### src/hdl/lfp_pkg.sv
// Package for the lambda fractal pixel block: types, constants, helpers.
package lfp_pkg;
    localparam int IMAGE_SIDE_DEF    = 1024;
    localparam int FRACTION_BITS_DEF = 24;
    localparam int QUEUE_DEPTH       = 2;

    typedef enum logic [2:0] {
        CFG_PIXEL_SCALE  = 3'd0,
        CFG_OFFSET_RE    = 3'd1,
        CFG_OFFSET_IM    = 3'd2,
        CFG_SEED_RE      = 3'd3,
        CFG_SEED_IM      = 3'd4,
        CFG_ITER_LIMIT   = 3'd5,
        CFG_ESCAPE_LIMIT = 3'd6,
        CFG_COLOR_MULT   = 3'd7
    } t_cfg_idx;

    typedef struct packed {
        logic signed [9:0] pixel_col;
        logic signed [9:0] pixel_row;
    } t_in_req;

    typedef struct packed {
        logic        pixel_written;
        logic [15:0] escape_count;
        logic [23:0] pixel_color;
    } t_out_req;

    typedef struct packed {
        logic        outside;
        logic signed [31:0] cr;
        logic signed [31:0] ci;
    } t_job;

    typedef struct packed {
        logic [30:0] pixel_scale;
        logic signed [31:0] offset_re;
        logic signed [31:0] offset_im;
        logic signed [31:0] seed_re;
        logic signed [31:0] seed_im;
        logic [15:0] iteration_limit;
        logic [30:0] escape_limit;
        logic [23:0] color_mult;
    } t_cfg;

    typedef enum logic [2:0] {
        ST_IDLE, ST_SEED, ST_SQ, ST_T, ST_N, ST_ESC, ST_COLOR, ST_DONE
    } t_state;

    function automatic logic signed [31:0] sat32(input logic signed [65:0] v);
        if (v > 66'sd2147483647) return 32'sh7fffffff;
        else if (v < -66'sd2147483648) return 32'sh80000000;
        else return v[31:0];
    endfunction

    function automatic logic signed [31:0] sadd(input logic signed [31:0] a,
                                                input logic signed [31:0] b);
        return sat32(66'(a) + 66'(b));
    endfunction

    function automatic logic signed [31:0] ssub(input logic signed [31:0] a,
                                                input logic signed [31:0] b);
        return sat32(66'(a) - 66'(b));
    endfunction
endpackage

### src/hdl/lfp_front.sv
// Front end: range check and c = pixel*scale + offset.
module lfp_front import lfp_pkg::*; #(
    parameter int IMAGE_SIDE = IMAGE_SIDE_DEF
) (
    input  logic    i_clk,
    input  logic    i_rst_n,
    input  logic    i_valid,
    output logic    o_ready,
    input  t_in_req i_req,
    input  t_cfg    i_cfg,
    output logic    o_valid,
    input  logic    i_ready,
    output t_job    o_job
);
    localparam int HALF = IMAGE_SIDE / 2;
    logic r_full;
    t_job r_job;
    logic signed [65:0] w_pr, w_pi;
    logic signed [12:0] w_c, w_r;
    logic w_out;

    assign w_c = 13'(i_req.pixel_col);
    assign w_r = 13'(i_req.pixel_row);
    assign w_out = (w_c < -13'(HALF)) || (w_c > 13'(HALF - 1)) ||
                   (w_r < -13'(HALF)) || (w_r > 13'(HALF - 1));
    assign w_pr = 66'(i_req.pixel_col) * 66'($signed({1'b0, i_cfg.pixel_scale}));
    assign w_pi = 66'(i_req.pixel_row) * 66'($signed({1'b0, i_cfg.pixel_scale}));
    assign o_ready = !r_full || i_ready;
    assign o_valid = r_full;
    assign o_job = r_job;

    always_ff @(posedge i_clk) begin
        if (!i_rst_n) begin
            r_full <= 1'b0;
        end else if (o_ready) begin
            r_full <= i_valid;
        end
        if (o_ready && i_valid) begin
            r_job.outside <= w_out;
            r_job.cr <= sadd(sat32(w_pr), i_cfg.offset_re);
            r_job.ci <= sadd(sat32(w_pi), i_cfg.offset_im);
        end
    end
endmodule

### config.mk
export PLATFORM = sky130hd
export DESIGN_NAME = lfp_front
export DESIGN_NICKNAME = d
export VERILOG_FILES = /design/src/hdl/lfp_pkg.sv /design/src/hdl/lfp_front.sv
export SDC_FILE = /design/constraint.sdc
export NUM_CORES = 2
export LEC_CHECK = 0
export BUFFER_PORTS_ARGS = -buffer_cell sky130_fd_sc_hd__clkbuf_2
export CORE_UTILIZATION = 35
export CTS_CLUSTER_DIAMETER = 80
export DETAILED_ROUTE_END_ITERATION = 10
export PLACE_DENSITY = 0.56
export RECOVER_POWER = 25
export SETUP_SLACK_MARGIN = 0.5
export SYNTH_ARGS = -nofsm -noshare
export SYNTH_HDL_FRONTEND = slang
export SYNTH_SLANG_ARGS = --single-unit
### constraint.sdc
create_clock -name i_clk -period 10.2 [get_ports i_clk]
set_clock_uncertainty 0.05 [all_clocks]
set_input_delay 0.51 -clock i_clk [delete_from_list [all_inputs] [get_ports i_clk]]
set_output_delay 0.51 -clock i_clk [all_outputs]
set_load 0.01 [all_outputs]
==> results.sh <==
export IMPL_ctsHoldBuffers=0
export IMPL_fp_dieW_um=279
export IMPL_worst_ep_required_time_ns=10.24
export IMPL_synth_area_leaders="fa_1 (35%), ha_1 (13%), inv_1 (7.9%)"
export IMPL_grt_pass1_wl_um=115000
export IMPL_synth_net_count=4167
export IMPL_met1_usage=0.248
export IMPL_max_stage_delay_ns=0.60
export IMPL_crit_top_cell="buf_4"
export IMPL_yosys_area_share_xor_xnor=0.0412
export IMPL_num_rows=101
export IMPL_rsz0062_at_grt="false"
export IMPL_overflow=0
export IMPL_period_minus_slack_ns=9.41
export IMPL_synth_edff_count=65
export IMPL_hold_class="in2reg"
export IMPL_grt_pass1_vias=22800
export IMPL_pre_cts_slack_ns=0.00795
export IMPL_ys_top_cells_by_count="inv_1 (567), fa_1 (464), nand2_1 (433), ha_1 (280), and2_1 (219)"
export IMPL_coreArea_um2=75800
export IMPL_relSlewSlack=0.368
export IMPL_vias=22100
export IMPL_synth_main_ff_cell="edfxtp_1"
export IMPL_cts_sinks=66
export IMPL_avgSynthCellArea_um2=8.46
export IMPL_antenna_found_initial=3
export IMPL_met2_usage=0.313
export IMPL_drt_iter0_drc=956
export IMPL_tightest_slew_ns=0.948
export IMPL_cts_clk_slew_worst_paths_ns=0.07
export IMPL_drtAntennaViolNets=0
export IMPL_track_usage=0.181
export IMPL_synth_area_um2=26800
export IMPL_fin_setup_tns_ns=0
export IMPL_routabilityCongestion=0.850
export IMPL_worst_setup_path_end_kind="flip-flop"
export IMPL_cts_tree="done"
export IMPL_seq_area_frac_synth=0.0735
export IMPL_hpwl_um=57200
export IMPL_insertion_delay_ns=0.36
export IMPL_drt_wl_total_um=69200
export IMPL_hold_violations=0
export IMPL_crit_fanout=8
export IMPL_yosysTopAreaCell="fa_1"
export IMPL_fp_dieH_um=279
export IMPL_htreeDepth=3
export IMPL_outcome="finished, final reports clean"
export IMPL_hold_slack_ns=0.331
export IMPL_yosysUniqueCellTypes=84
export IMPL_synth_top_family_by_area="adder cells"
export IMPL_setup_violations=0
export IMPL_grt_use_met3=0.0151
export IMPL_synth_seq_cells=66
export IMPL_cts_buffer_depth=2
export IMPL_drcViolationCount=0
export IMPL_wire_per_inst_um=15.5
export IMPL_drv_slew=0
export IMPL_maxCapViolCount=0
export IMPL_syn_inst=3169
export IMPL_setup_ws_ns=0.786
export IMPL_dpl_cell_area_um2=30400
export IMPL_area_delta_synth_final_pct=17.1
export IMPL_synth_fa_ha_area_frac=0.481
export IMPL_synth_most_common_cell="inv_1"
export IMPL_muxShareOfSynthArea=0.000747
export IMPL_start_kind="input port"
export IMPL_dieArea_um2=77700
export IMPL_io_pins=321
export IMPL_path_class="in2reg"
export IMPL_synth_top_area_frac=0.346
export IMPL_top_usage_layer="met2"
export IMPL_cts_root_buf="clkbuf_16"
export IMPL_slowest_stage="fa_2"
export IMPL_clock_fmax_mhz=106
export IMPL_vias_per_cell=4.97
export IMPL_synth_compound_area_frac=0.124
export IMPL_ys_warnings_count=0
export IMPL_drive_gt1_frac=0.153
export IMPL_synthArstFlopShare=0
export IMPL_port_buffers=185
export IMPL_drtPass1Iterations=7
export IMPL_synth_simple_gate_area_frac=0.176
export IMPL_grt_max_degree=66
export IMPL_cp_data_arrival_time_ns=9.46
export IMPL_fin_area_um2=31400
export IMPL_fin_crit_sh=0.923
export IMPL_nets=4471
export IMPL_start_util=0.354
export IMPL_cts_buffers_inserted=9
[state kept, by name (all words and copies together) (netlist names)]
name / flops
o_valid: 1
o_job: 65
[layer usage]
| layer | part of all wire | wire [um] | up-vias |
|---|---|---|---|
| met5 | 0.00051 | 35 | - |
| met1 | 0.47 | 32500 | 11100 |
| met3 | 0.032 | 2200 | 33 |
| met2 | 0.49 | 33900 | 351 |
| met4 | 0.0085 | 591 | 4 |
| li1 | - | - | 10600 |
[cell usage in the layout (no fill, tap or decap), types with 7 or more instances in the layout]
cell type	instances
a211oi_1	7
a21o_1	75
a21oi_1	182
a21oi_2	24
a221o_1	7
a31oi_1	15
and2_1	218
and3_1	20
buf_12	19
buf_4	251
buf_6	12
clkbuf_1	50
clkbuf_16	12
clkbuf_2	108
clkbuf_4	13
edfxtp_1	65
fa_1	460
ha_1	270
inv_1	566
maj3_1	10
nand2_1	432
nand2b_1	32
nand3_1	30
nand4_1	17
nor2_1	75
nor2b_1	58
nor3_1	22
o211ai_1	14
o21a_1	12
o21ai_0	94
o21ai_1	10
o21bai_1	19
xnor2_1	67
xor2_1	56
[layout make-up]
type / count / area, um^2
Fill cell: 7714 / 44400
Multi-Input combinational cell: 2371 / 22500
Timing Repair Buffer: 458 / 3330
Inverter: 567 / 2130
Sequential cell: 66 / 1970
Tap cell: 978 / 1220
Clock buffer: 11 / 233
Clock inverter: 4 / 43.8
Antenna cell: 1 / 2.50
[cells by family (layout without fill, tap and decap cells)]
group,Yosys count,after routing
mux,2,2
buf+inv,732,1040
flops,66,66
simple gates,958,958
fa+ha+maj,754,754
compound gates,530,530
xor+xnor,126,126
other cells,1,2
[final timing paths]
kind,from,to,slack [ns],depth (start not counted)
worst min register to register,o_valid,o_valid,0.50,2
worst max-delay path,i_cfg[204],o_job[38],0.79,37
worst max register to register,o_valid,o_job[42],8.54,2
worst min-delay path,i_rst_n,o_valid,0.33,2
[through the flow]
stage                      util  std cells
after floorplan               -       3169
after global placement    0.401       4420
after detailed placement  0.401       4420
after CTS                 0.406       4435
after global routing      0.414       4456
final                     0.414       4456
[worst max-delay path, delay by kind of cell]
kind,cells,cell delay [ns]
xor gates and xnor gates,2,0.35
adders and majority gates,8,3.39
and+or+nand+nor,4,0.68
AOI/OAI and AO/OA,14,3.37
buffers and inverters,9,1.15
[repair_timing]
action	in CTS	in global routing
gates resized for setup	11	172
pin swaps	0	41
endpoints found under the setup margin	56	64
gates cloned	0	4
buffers inserted	0	16
Power is not shown: default switching activity piles up to over one toggle a cycle in this logic, so the estimate is an artifact.
