### src/hdl/lfp_pkg.sv
// Package for the lambda fractal pixel block: types, constants, helpers.
package lfp_pkg;
    localparam int IMAGE_SIDE_DEF    = 1024;
    localparam int FRACTION_BITS_DEF = 24;
    localparam int QUEUE_DEPTH       = 2;

    typedef enum logic [2:0] {
        CFG_PIXEL_SCALE  = 3'd0,
        CFG_OFFSET_RE    = 3'd1,
        CFG_OFFSET_IM    = 3'd2,
        CFG_SEED_RE      = 3'd3,
        CFG_SEED_IM      = 3'd4,
        CFG_ITER_LIMIT   = 3'd5,
        CFG_ESCAPE_LIMIT = 3'd6,
        CFG_COLOR_MULT   = 3'd7
    } t_cfg_idx;

    typedef struct packed {
        logic signed [9:0] pixel_col;
        logic signed [9:0] pixel_row;
    } t_in_req;

    typedef struct packed {
        logic        pixel_written;
        logic [15:0] escape_count;
        logic [23:0] pixel_color;
    } t_out_req;

    typedef struct packed {
        logic        outside;
        logic signed [31:0] cr;
        logic signed [31:0] ci;
    } t_job;

    typedef struct packed {
        logic [30:0] pixel_scale;
        logic signed [31:0] offset_re;
        logic signed [31:0] offset_im;
        logic signed [31:0] seed_re;
        logic signed [31:0] seed_im;
        logic [15:0] iteration_limit;
        logic [30:0] escape_limit;
        logic [23:0] color_mult;
    } t_cfg;

    typedef enum logic [2:0] {
        ST_IDLE, ST_SEED, ST_SQ, ST_T, ST_N, ST_ESC, ST_COLOR, ST_DONE
    } t_state;

    function automatic logic signed [31:0] sat32(input logic signed [65:0] v);
        if (v > 66'sd2147483647) return 32'sh7fffffff;
        else if (v < -66'sd2147483648) return 32'sh80000000;
        else return v[31:0];
    endfunction

    function automatic logic signed [31:0] sadd(input logic signed [31:0] a,
                                                input logic signed [31:0] b);
        return sat32(66'(a) + 66'(b));
    endfunction

    function automatic logic signed [31:0] ssub(input logic signed [31:0] a,
                                                input logic signed [31:0] b);
        return sat32(66'(a) - 66'(b));
    endfunction
endpackage

### src/hdl/lfp_queue.sv
// Small FIFO between front and back ends.
module lfp_queue import lfp_pkg::*; (
    input  logic i_clk,
    input  logic i_rst_n,
    input  logic i_valid,
    output logic o_ready,
    input  t_job i_job,
    output logic o_valid,
    input  logic i_ready,
    output t_job o_job
);
    t_job r_mem [QUEUE_DEPTH];
    logic [$clog2(QUEUE_DEPTH)-1:0] r_wp, r_rp;
    logic [$clog2(QUEUE_DEPTH):0] r_cnt;
    logic w_wr, w_rd;

    assign o_ready = r_cnt != ($clog2(QUEUE_DEPTH)+1)'(QUEUE_DEPTH);
    assign o_valid = r_cnt != '0;
    assign o_job = r_mem[r_rp];
    assign w_wr = i_valid && o_ready;
    assign w_rd = o_valid && i_ready;

    always_ff @(posedge i_clk) begin
        if (!i_rst_n) begin
            r_wp <= '0;
            r_rp <= '0;
            r_cnt <= '0;
        end else begin
            if (w_wr) r_wp <= r_wp + 1'b1;
            if (w_rd) r_rp <= r_rp + 1'b1;
            r_cnt <= r_cnt + (w_wr ? 1'b1 : 1'b0) - (w_rd ? 1'b1 : 1'b0);
        end
        if (w_wr) r_mem[r_wp] <= i_job;
    end
endmodule

### config.mk
export PLATFORM = sky130hd
export DESIGN_NAME = lfp_queue
export DESIGN_NICKNAME = d
export VERILOG_FILES = /design/src/hdl/lfp_pkg.sv /design/src/hdl/lfp_queue.sv
export SDC_FILE = /design/constraint.sdc
export NUM_CORES = 1
export LEC_CHECK = 0
export BUFFER_PORTS_ARGS = -buffer_cell sky130_fd_sc_hd__buf_2
export CAP_MARGIN = 20
export CORE_UTILIZATION = 45
export DETAILED_ROUTE_END_ITERATION = 16
export PLACE_DENSITY = 0.7
export SLEW_MARGIN = 10
export SYNTH_ARGS = -nofsm -noshare
export SYNTH_HDL_FRONTEND = slang
export SYNTH_SLANG_ARGS = --single-unit
### constraint.sdc
create_clock -name i_clk -period 5.8 [get_ports i_clk]
set_input_delay 0.58 -clock i_clk [delete_from_list [all_inputs] [get_ports i_clk]]
set_output_delay 0.58 -clock i_clk [all_outputs]
set_load 0.01 [all_outputs]
==> results of run 1 <==
[final cells by class]
| class | instances | area, µm² | share of cell area (%) |
|---|---|---|---|
| inverter | 1 | 3.75 | 0.0573 |
| multi-input combinational | 88 | 1080 | 16.5 |
| clock inverter | 12 | 154 | 2.35 |
| clock buffer | 20 | 437 | 6.67 |
| sequential | 135 | 4010 | 61.2 |
| timing repair buffer | 137 | 691 | 10.5 |
| tap | 140 | 175 | 2.67 |
[sequential cells by signal, indices dropped and copies added (netlist names), named ones only]
name and count:
r_rp 1, r_wp 1, r_mem 130, r_cnt 2
[metrics by stage]
stage                     worst slack, ps  area (µm²)
final                                2940        6550
after global placement               3350        5960
after detailed placement             3340        5960
after global routing                 2830        6550
after CTS                            2900        6550
after floorplan                      3130        5150
[cell families (layout without fill, tap and decap cells)]
group | count (synthesis) | after routing
flip-flops | 135 | 135
multiplexers | 66 | 66
AND/OR/NAND/NOR | 13 | 13
buffers and inverters | 8 | 170
AO/OA/AOI/OAI | 7 | 7
adder cells (fa/ha/maj) | 1 | 1
XOR/XNOR | 1 | 1
[worst max-delay path by stage]
stage	from	end	slack [ps]	depth (start not counted)
after floorplan	r_cnt[0]	r_mem[1][0]	3130	2
after global placement	flip-flop	o_job[61]	3350	3
after detailed placement	flip-flop	o_job[61]	3340	3
after CTS	flip-flop	o_job[61]	2900	3
after global routing	flip-flop	o_job[61]	2830	3
final	flip-flop	o_job[61]	2940	3
[layer usage]
layer | vias up | GRT usage, % | wire length [µm] | share of wire (%)
met5 | - | 0 | 0 | 0
met4 | 0 | 6.66 | 91 | 1.1
met3 | 9 | 5.62 | 598 | 7.1
met2 | 97 | 24.0 | 4200 | 50
met1 | 1252 | 16.7 | 3480 | 42
li1 | 1218 | - | - | -
[power by group]
| group | internal (mW) | switching, mW |
|---|---|---|
| logic | 0.293 | 0.248 |
| registers | 1.19 | 0.0553 |
| clock network | 0.674 | 0.378 |
| total | 2.16 | 0.682 |
[critical path: stages (launching register included)]
cell	delay, ps
dfxtp_4	630
buf_4	630
mux2_2	400
buf_2	140
[layout by cell type (no fill, tap or decap), types with 4 or more instances in the layout]
cell type / netlist / final
clkinvlp_4: 0 / 4
dfxtp_1: 5 / 4
mux2_2: 15 / 15
clkbuf_16: 0 / 17
mux2_4: 50 / 50
edfxtp_1: 130 / 130
buf_2: 1 / 135
==> metrics.md, run 1 <==
| Metric | Value |
|---|---|
| Worst Reg-to-Reg Cells | `4` |
| CTS Hold Bufs | `0` |
| Mux contribution to synthesized area | `between 15 and 20%` |
| Worst Setup Start Kind | `flip-flop` |
| Top cell type's share of synthesized area | `roughly three quarters` |
| Number of synthesized flops with an enable pin | `130` |
| Initial DRC count | `a little under 80` |
| Area grow syn2layout | `27.1%` |
| #FFs+latches synth | `about 140` |
| Post-synthesis sequential area ratio | `a little under 80%` |
| Final worst path period need | `around 2900 ps` |
| First-pass GRT wire length | `about 12,000 µm` |
| Core area | `~11,000 µm²` |
| CP max FO | `38` |
| Residual DRC count | `0` |
| Total CTS buffers | `17` |
| Hold path endpoint | `r_mem[0][29]` |
| Share of layout cells above drive strength 1 | `59.3%` |
| YS warnings | `0` |
| Status | `finished, final reports clean` |
| Setup violations, final | `0` |
| Boundary Pins | `around 140` |
| Tcrit/Tclk final | `49.3%` |
| Clock transition at path regs | `60 ps` |
| Clock Sinks | `135` |
| Post CTS Setup Buffer Count | `0` |
| Initial Util | `approximately 47%` |
| Post-Synth Adder-Cell Area | `less than 1%` |
| Power Density | `between 400 and 500 nW/µm²` |
| Largest net degree at the start of global routing | `66` |
| Hold Path Depth | `1` |
| Hold WS | `roughly 360 ps` |
| Top cells by count, synth | `edfxtp_1 (130), mux2_4 (50), mux2_2 (15)` |
| XOR/XNOR share of the synthesized area | `0.170%` |
| Main combinational cell family by area after synthesis | `multiplexers` |
| Port bufs | `roughly 140` |
| Top_reg_cell synth | `edfxtp_1` |
| Syn Nets | `around 300` |
| Row count | `38` |
| FILL cells | `around 840` |
| Post-Route Setup TNS | `0 ps` |
| Grt ovf | `0` |
| Vias | `approximately 2,600` |
| Reg-to-Reg End | `r_mem[0][59]` |
| Root Buffer | `clkbuf_16` |
| Fin nets | `450` |
| Max rail drop VDD | `between 0.2 and 0.25 mV` |
| Antenna Nets Post-Route | `0` |
| CTS tree | `built` |
| Max-Cap Viols | `0` |
| Max_slew headroom | `38.6%` |
| Syn_area_per_cell | `22.3 µm²` |
| Vias in the first global route | `2,529` |
| Setup CP Type | `reg2out` |
| Post-synthesis simple-gate area fraction | `between 1 and 1.5%` |
| Req. time, crit path | `approximately 5200 ps` |
| Pleak | `2.56 nW` |
| Final std cells w/o fill | `about 530` |
| Antenna cells | `0` |
| Final Max Tran Viols | `0` |
| Drt via density | `between 4 and 5` |
| Setup Skew | `around 5.8 ps` |
| Asr flop ratio synth | `0%` |
| DR WL/cell | `between 15 and 20 µm` |
| Fmax | `~0.35 GHz` |
| # resized after CTS | `0` |
| Clock Latency Late Sink | `around 400 ps` |
| Global-route usage over all layers | `around 15%` |
| TritonRoute pass-1 iters | `4` |
| Total Die Area | `11,900 µm²` |
| Post-synthesis instance total | `between 200 and 250` |
| Worst hold path class | `in2reg` |
| Die Wd | `109 µm` |
| Hold_sp | `i_job[29]` |
| RePlAce Congestion | `between 0.6 and 0.7` |
| Synth unique cells | `26` |
| H-tree depth | `4` |
| DRT Wirelength | `8370 µm` |
| Count leader, synth | `edfxtp_1` |
| Syn Std Cell Area | `5150 µm²` |
| Worst Max-Slew Pin Slew | `slightly above 900 ps` |
| CP endpoint kind | `output pin` |
| Post-DP HPWL | `5390 µm` |
| Post-synth top area cell | `edfxtp_1` |
| Total Power | `about 2.8 mW` |
| Die height | `109 µm` |
| Antenna violations before repair | `0` |
| Synth Area in Compound Gates | `1.04%` |
| CTS Buffer Depth | `2` |
| Synth top area cells | `edfxtp_1 (76%), mux2_4 (15%), mux2_2 (3.3%)` |
| Final number of hold-violating endpoints | `0` |
| Cells after DPL | `~500` |
| Reg2reg start | `r_cnt[0]` |
| Critical path arrival | `between 2000 and 2500 ps` |
| Final Core Density | `slightly below 60%` |
| RSZ-0062 raised after global routing | `no` |
| R2r setup slk | `between 3000 and 4000 ps` |
Power figures use the tool's default switching activity.
==> run 2, diff against run 1 <==
--- a/config.mk
+++ b/config.mk
@@ -9,7 +9,7 @@
 export CAP_MARGIN = 20
 export CORE_UTILIZATION = 45
 export DETAILED_ROUTE_END_ITERATION = 16
-export PLACE_DENSITY = 0.7
+export PLACE_DENSITY = 0.73
 export SLEW_MARGIN = 10
 export SYNTH_ARGS = -nofsm -noshare
 export SYNTH_HDL_FRONTEND = slang
==> constraint.sdc (replaced) <==
create_clock -name i_clk -period 2.3 [get_ports i_clk]
set_input_delay 0.23 -clock i_clk [delete_from_list [all_inputs] [get_ports i_clk]]
set_output_delay 0.23 -clock i_clk [all_outputs]
set_load 0.01 [all_outputs]
==> metrics.md, run 2 (synthesis gave the netlist of run 1 again) <==
| Metric | Value |
|---|---|
| Status | `finished, final reports clean (unchanged)` |
| RePlAce Congestion | `0.672 (was 0.674)` |
| Initial Util | `46.9% (unchanged)` |
| CTS Buffer Depth | `2 (unchanged)` |
| Total Die Area | `11,900 µm² (unchanged)` |
| Pleak | `2.70 nW (was 2.56 nW)` |
| Setup violations, final | `0 (unchanged)` |
| Final std cells w/o fill | `554 (was 533)` |
| Cell-internal power | `5.82 mW (was 2.16 mW)` |
| Post CTS Setup Buffer Count | `0 (unchanged)` |
| Commonest non-fill, non-tap cell in the layout | `buf_2 (unchanged)` |
| Largest regs | `r_mem x130, r_cnt x2 (unchanged)` |
| CP endpoint kind | `output pin (unchanged)` |
| RSZ-0062 raised after global routing | `no (unchanged)` |
| Combinational power share | `19.9% (was 19.0%)` |
| Sw Share | `23.2% (was 24.0%)` |
| Max rail drop VDD | `0.532 mV (was 0.222 mV)` |
| Largest net degree at the start of global routing | `39 (was 66)` |
| Cells after DPL | `506 (was 501)` |
| Seq pwr share | `40.8% (was 43.9%)` |
| Boundary Pins | `136 (unchanged)` |
| CP max FO | `37 (was 38)` |
| Grt ovf | `0 (unchanged)` |
| Worst Max-Slew Pin Slew | `430 ps (was 920 ps)` |
| Biggest register | `r_mem (unchanged)` |
| DRT Wirelength | `8960 µm (was 8370 µm)` |
| Area occupied by multi-input gates | `1080 µm² (unchanged)` |
| Final number of hold-violating endpoints | `0 (unchanged)` |
| Global-route usage over all layers | `15.6% (was 14.6%)` |
| Clock Sinks | `135 (unchanged)` |
| Setup CP Type | `reg2out (unchanged)` |
| Fmax | `approximately 0.53 GHz` |
| Tcrit/Tclk final | `between 80% and 90%` |
| DR WL/cell | `16.2 µm (was 15.7 µm)` |
| Row count | `38 (unchanged)` |
| Clock Latency Late Sink | `410 ps (was 400 ps)` |
| Die height | `109 µm (unchanged)` |
| Vias in the first global route | `2,738 (was 2,529)` |
| Final worst path period need | `between 1500 and 2000 ps` |
| Power Density | `1100 nW/µm² (was 433 nW/µm²)` |
| Number of flip-flops in the largest register | `130 (unchanged)` |
| Total CTS buffers | `17 (unchanged)` |
| Vias | `2,656 (was 2,576)` |
| Req. time, crit path | `2070 ps (was 5220 ps)` |
| Final Core Density | `62.6% (was 59.6%)` |
| Post-DP HPWL | `5820 µm (was 5390 µm)` |
| Switching Power | `1.76 mW (was 0.682 mW)` |
| Residual DRC count | `0 (unchanged)` |
| Clock transition at path regs | `60 ps (about the same)` |
| Port bufs | `135 (unchanged)` |
| Area grow syn2layout | `33.3% (was 27.1%)` |
| Drt via density | `4.79 (was 4.83)` |
| Setup Skew | `9.12 ps (was 5.77 ps)` |
| TritonRoute pass-1 iters | `4 (unchanged)` |
| FILL cells | `803 (was 841)` |
| Post-Route Setup TNS | `0 ps (unchanged)` |
| Fin nets | `471 (was 450)` |
| Root Buffer | `clkbuf_16 (unchanged)` |
| Initial DRC count | `115 (was 78)` |
| Final Max Tran Viols | `0 (unchanged)` |
| Fraction of power consumed by the clock network | `39.4% (was 37.1%)` |
| Most frequent cells in the layout | `buf_2 (135), edfxtp_1 (130), mux2_4 (50) (unchanged)` |
| Core area | `11,000 µm² (unchanged)` |
| Critical path arrival | `1660 ps (was 2280 ps)` |
| Share of layout cells above drive strength 1 | `58.0% (was 59.3%)` |
| Final setup margin | `408 ps (was 2940 ps)` |
| Setup WS pre-CTS | `606 ps (was 3340 ps)` |
| Max-Cap Viols | `0 (unchanged)` |
| CTS Hold Bufs | `15 (was 0)` |
| Max_slew headroom | `71.3% (was 38.6%)` |
| Worst Setup Start Kind | `flip-flop (unchanged)` |
| Worst hold path class | `in2reg (unchanged)` |
| Antenna Nets Post-Route | `0 (unchanged)` |
| Die Wd | `109 µm (unchanged)` |
| H-tree depth | `4 (unchanged)` |
| CTS tree | `built (unchanged)` |
| Register area | `4010 µm² (unchanged)` |
| Antenna cells | `0 (unchanged)` |
| # resized after CTS | `0 (unchanged)` |
| Antenna violations before repair | `0 (unchanged)` |
| First-pass GRT wire length | `13,300 µm (was 12,400 µm)` |
## run 2: changes by cell type in the layout (fill, tap and decap cells not counted)
cell and change:
buf_12 +4, clkinv_4 -1, clkinv_2 +2, bufinv_16 +3, clkinvlp_4 -1, dlygate4sd3_1 +16
buf_4 +1, inv_2 -1, clkbuf_1 -2
## run 2: power groups by stage
stage | combinational [mW] | clock [mW] | sequential, mW
6_report | 1.51 | 2.98 | 3.09
5_1_grt | 1.62 | 3.14 | 3.12
4_1_cts | 1.53 | 3.03 | 3.10
3_5_place_dp | 1.50 | 0 | 3.14
3_3_place_gp | 1.48 | 0 | 3.12
2_1_floorplan | 1.03 | 0 | 3.10
## run 2: path summary, 6_finish.rpt
kind              startpoint           end  slack, ps  cells past startpoint
hold / removal     i_job[37]  r_mem[0][37]         10                      1
setup reg to reg    r_cnt[0]  r_mem[1][29]        610                      3
setup / recovery   flip-flop     o_job[60]        410                      3
hold reg to reg         r_rp     flip-flop        580                      2
## run 2: worst max-delay path: stages, from the launching register on
cell	delay [ps]
dfxtp_4	440
buf_12	300
mux2_2	370
buf_2	140
## run 2: final cells by class
| cell class | instances | area share (%) |
|---|---|---|
| clock buffer | 18 | 6.25 |
| clock inverter | 14 | 3.35 |
| inverter | 1 | 0.109 |
| multi-input combinational | 88 | 15.8 |
| sequential | 135 | 58.3 |
| tap | 140 | 2.55 |
| timing repair buffer | 158 | 13.7 |
## run 2: per-stage QoR
step / power [mW] / cell area, µm² / hold WS [ps]
final: 7.58 / 6870 / 11.2
after global routing: 7.87 / 6870 / 0.615
after CTS: 7.66 / 6860 / 0.564
after detailed placement: 4.65 / 6050 / 421
after global placement: 4.61 / 6050 / 419
after floorplan: 4.13 / 5160 / 329
## run 2: metal layers
layer / wire length, µm / vias to the layer above / GRT usage [%] / part of all wire [%]
li1: - / 1258 / - / -
met3: 615 / 8 / 4.78 / 6.9
met5: 0 / - / 0 / 0
met4: 91 / 0 / 7.24 / 1.0
met2: 4520 / 102 / 25.4 / 50
met1: 3730 / 1288 / 18.9 / 42
==> run 3, diff against run 2 <==
==> constraint.sdc (replaced) <==
create_clock -name i_clk -period 1.7 [get_ports i_clk]
set_input_delay 0.17 -clock i_clk [delete_from_list [all_inputs] [get_ports i_clk]]
set_output_delay 0.17 -clock i_clk [all_outputs]
set_load 0.01 [all_outputs]
==> metrics.md, run 3 (synthesis gave the netlist of run 1 again) <==
| Metric | Value |
|---|---|
| Final worst path period need | `around 1700 ps` |
| DRT Wirelength | `11,000 µm (was 8960 µm)` |
| Commonest non-fill, non-tap cell in the layout | `edfxtp_1 (was buf_2)` |
| Critical path arrival | `1540 ps (was 1660 ps)` |
| DR WL/cell | `18.0 µm (was 16.2 µm)` |
| Root Buffer | `clkbuf_16 (unchanged)` |
| Final Max Tran Viols | `0 (unchanged)` |
| Fmax | `about 0.58 GHz` |
| Worst Reg-to-Reg Cells | `4 (was 3)` |
| Vias in the first global route | `2,981 (was 2,738)` |
| Row count | `38 (unchanged)` |
| Max-Cap Viols | `0 (unchanged)` |
| Hold_sp | `i_rst_n (was i_job[37])` |
| Global-route usage over all layers | `17.1% (was 15.6%)` |
| Area post-placement | `6080 µm² (was 6050 µm²)` |
| Largest regs | `r_mem x130, r_cnt x2 (unchanged)` |
| H-tree depth | `4 (unchanged)` |
| Clock transition at path regs | `50 ps (was 60 ps)` |
| RSZ-0062 raised after global routing | `yes (was no)` |
| Final setup margin | `-10.1 ps (was 408 ps)` |
| Number of flip-flops in the largest register | `130 (unchanged)` |
| Core area | `11,000 µm² (unchanged)` |
| Reg-to-Reg End | `r_mem[0][55] (was r_mem[1][29])` |
| Residual DRC count | `0 (unchanged)` |
| Status | `finished with violations (was finished, final reports clean)` |
| Clock Latency Late Sink | `400 ps (was 410 ps)` |
| Port bufs | `135 (unchanged)` |
| Req. time, crit path | `1530 ps (was 2070 ps)` |
| Fin nets | `532 (was 471)` |
| Antenna Nets Post-Route | `0 (unchanged)` |
| Worst Setup Start Kind | `flip-flop (unchanged)` |
| R2r setup slk | `250 ps (was 610 ps)` |
| Failing checks | `setup timing` |
| Die height | `109 µm (unchanged)` |
| Share of layout cells above drive strength 1 | `53.5% (was 58.0%)` |
| Initial Util | `46.9% (unchanged)` |
| Setup violations, final | `2 (was 0)` |
| Clock Sinks | `135 (unchanged)` |
| Biggest register | `r_mem (unchanged)` |
| Total Power | `11.1 mW (was 7.58 mW)` |
| Max_slew headroom | `80.5% (was 71.3%)` |
| Cells after DPL | `507 (was 506)` |
| Setup WS pre-CTS | `260 ps (was 606 ps)` |
| Hold Path Depth | `2 (was 1)` |
| CP max FO | `6 (was 37)` |
| Die Wd | `109 µm (unchanged)` |
| CTS tree | `built (unchanged)` |
| CP endpoint kind | `output pin (unchanged)` |
| Antenna cells | `0 (unchanged)` |
| Power Density | `1390 nW/µm² (was 1100 nW/µm²)` |
| Boundary Pins | `136 (unchanged)` |
| Tcrit/Tclk final | `101%` |
| Pleak | `3.17 nW (was 2.70 nW)` |
| Final std cells w/o fill | `615 (was 554)` |
| Most frequent cells in the layout | `edfxtp_1 (130), buf_2 (76), dlygate4sd3_1 (65) (was buf_2 (135), edfxtp_1 (130), mux2_4 (50))` |
| Antenna violations before repair | `0 (unchanged)` |
| Worst hold path class | `in2reg (unchanged)` |
| Drt via density | `4.86 (was 4.79)` |
| Reg2reg start | `r_cnt[0] (unchanged)` |
| Initial DRC count | `101 (was 115)` |
| Vias | `2,987 (was 2,656)` |
| Setup Skew | `6.29 ps (was 9.12 ps)` |
| Max rail drop VDD | `0.694 mV (was 0.532 mV)` |
| Final number of hold-violating endpoints | `0 (unchanged)` |
| Grt ovf | `0 (unchanged)` |
| Hold path endpoint | `r_cnt[0] (was r_mem[0][37])` |
| Post-DP HPWL | `5970 µm (was 5820 µm)` |
| Setup CP Type | `reg2out (unchanged)` |
| TritonRoute pass-1 iters | `4 (unchanged)` |
| Largest net degree at the start of global routing | `52 (was 39)` |
| Hold WS | `60.1 ps (was 11.2 ps)` |
| RePlAce Congestion | `0.677 (was 0.672)` |
| Final Cell Area | `8010 µm² (was 6870 µm²)` |
| Worst Max-Slew Pin Slew | `292 ps (was 430 ps)` |
| Total Die Area | `11,900 µm² (unchanged)` |
| First-pass GRT wire length | `14,600 µm (was 13,300 µm)` |
| Area grow syn2layout | `55.3% (was 33.3%)` |
| Total CTS buffers | `17 (unchanged)` |
| CTS Buffer Depth | `2 (unchanged)` |
==> run 3: cell types whose count changed in the layout (fill, tap and decap cells not counted), sizes merged <==
cell | before | now
clkbuf | 18 | 23
inv | 0 | 1
buf | 142 | 149
clkinvlp | 3 | 4
dlygate4sd3 | 16 | 65
bufinv | 6 | 4
==> run 3: worst max path at each step <==
stage                         start            to  slack [ps]  depth (start not counted)
after floorplan            r_cnt[0]   r_mem[0][0]        -280                          3
final                     flip-flop     o_job[61]         -10                          4
after CTS                 flip-flop     o_job[30]         -30                          3
after detailed placement   r_cnt[0]   r_mem[0][0]         260                          4
after global routing      flip-flop     o_job[61]         -70                          4
after global placement     r_cnt[0]  r_mem[0][24]         310                          4
==> run 3: layout make-up <==
class	count	area, µm²
Sequential cell	135	4010
Fill cell	649	2980
Timing Repair Buffer	219	2060
Multi-Input combinational cell	88	1140
Clock buffer	18	429
Clock inverter	14	181
Tap cell	140	175
Inverter	1	7.51
==> run 3: critical path, stage by stage (launching register included) <==
cell and delay, ps:
dfxtp_4 390, buf_8 150, clkbuf_16 160, mux2_4 310
buf_6 120
==> run 3: what timing repair did <==
action	4_1_cts	5_1_grt
setup buffers	1	3
endpoints found under the hold margin	130	0
gates resized for setup	19	68
hold buffers	65	0
setup endpoints to repair	60	52
gates cloned	1	6
==> run 3: where the power goes <==
group	leakage [nW]	internal [mW]	switching, mW
clock network	0.289	2.44	1.29
registers	1.26	4.06	0.128
logic	1.63	1.94	1.24
==> run 3: metrics by stage <==
| step | TNS (ps) | util, % |
|---|---|---|
| finish | -12.2 | 72.9 |
| global route | -2060 | 72.9 |
| CTS | -370 | 68.1 |
| detailed placement | 0 | 55.3 |
| global placement | 0 | 55.3 |
| floorplan | -26390 | - |
==> run 3: layer usage <==
| metal | wire [µm] | vias up | GRT usage [%] |
|---|---|---|---|
| met4 | 176 | 0 | 6.66 |
| met3 | 677 | 16 | 5.50 |
| met5 | 0 | - | 0 |
| li1 | - | 1389 | - |
| met1 | 4390 | 1460 | 19.8 |
| met2 | 5800 | 122 | 29.4 |
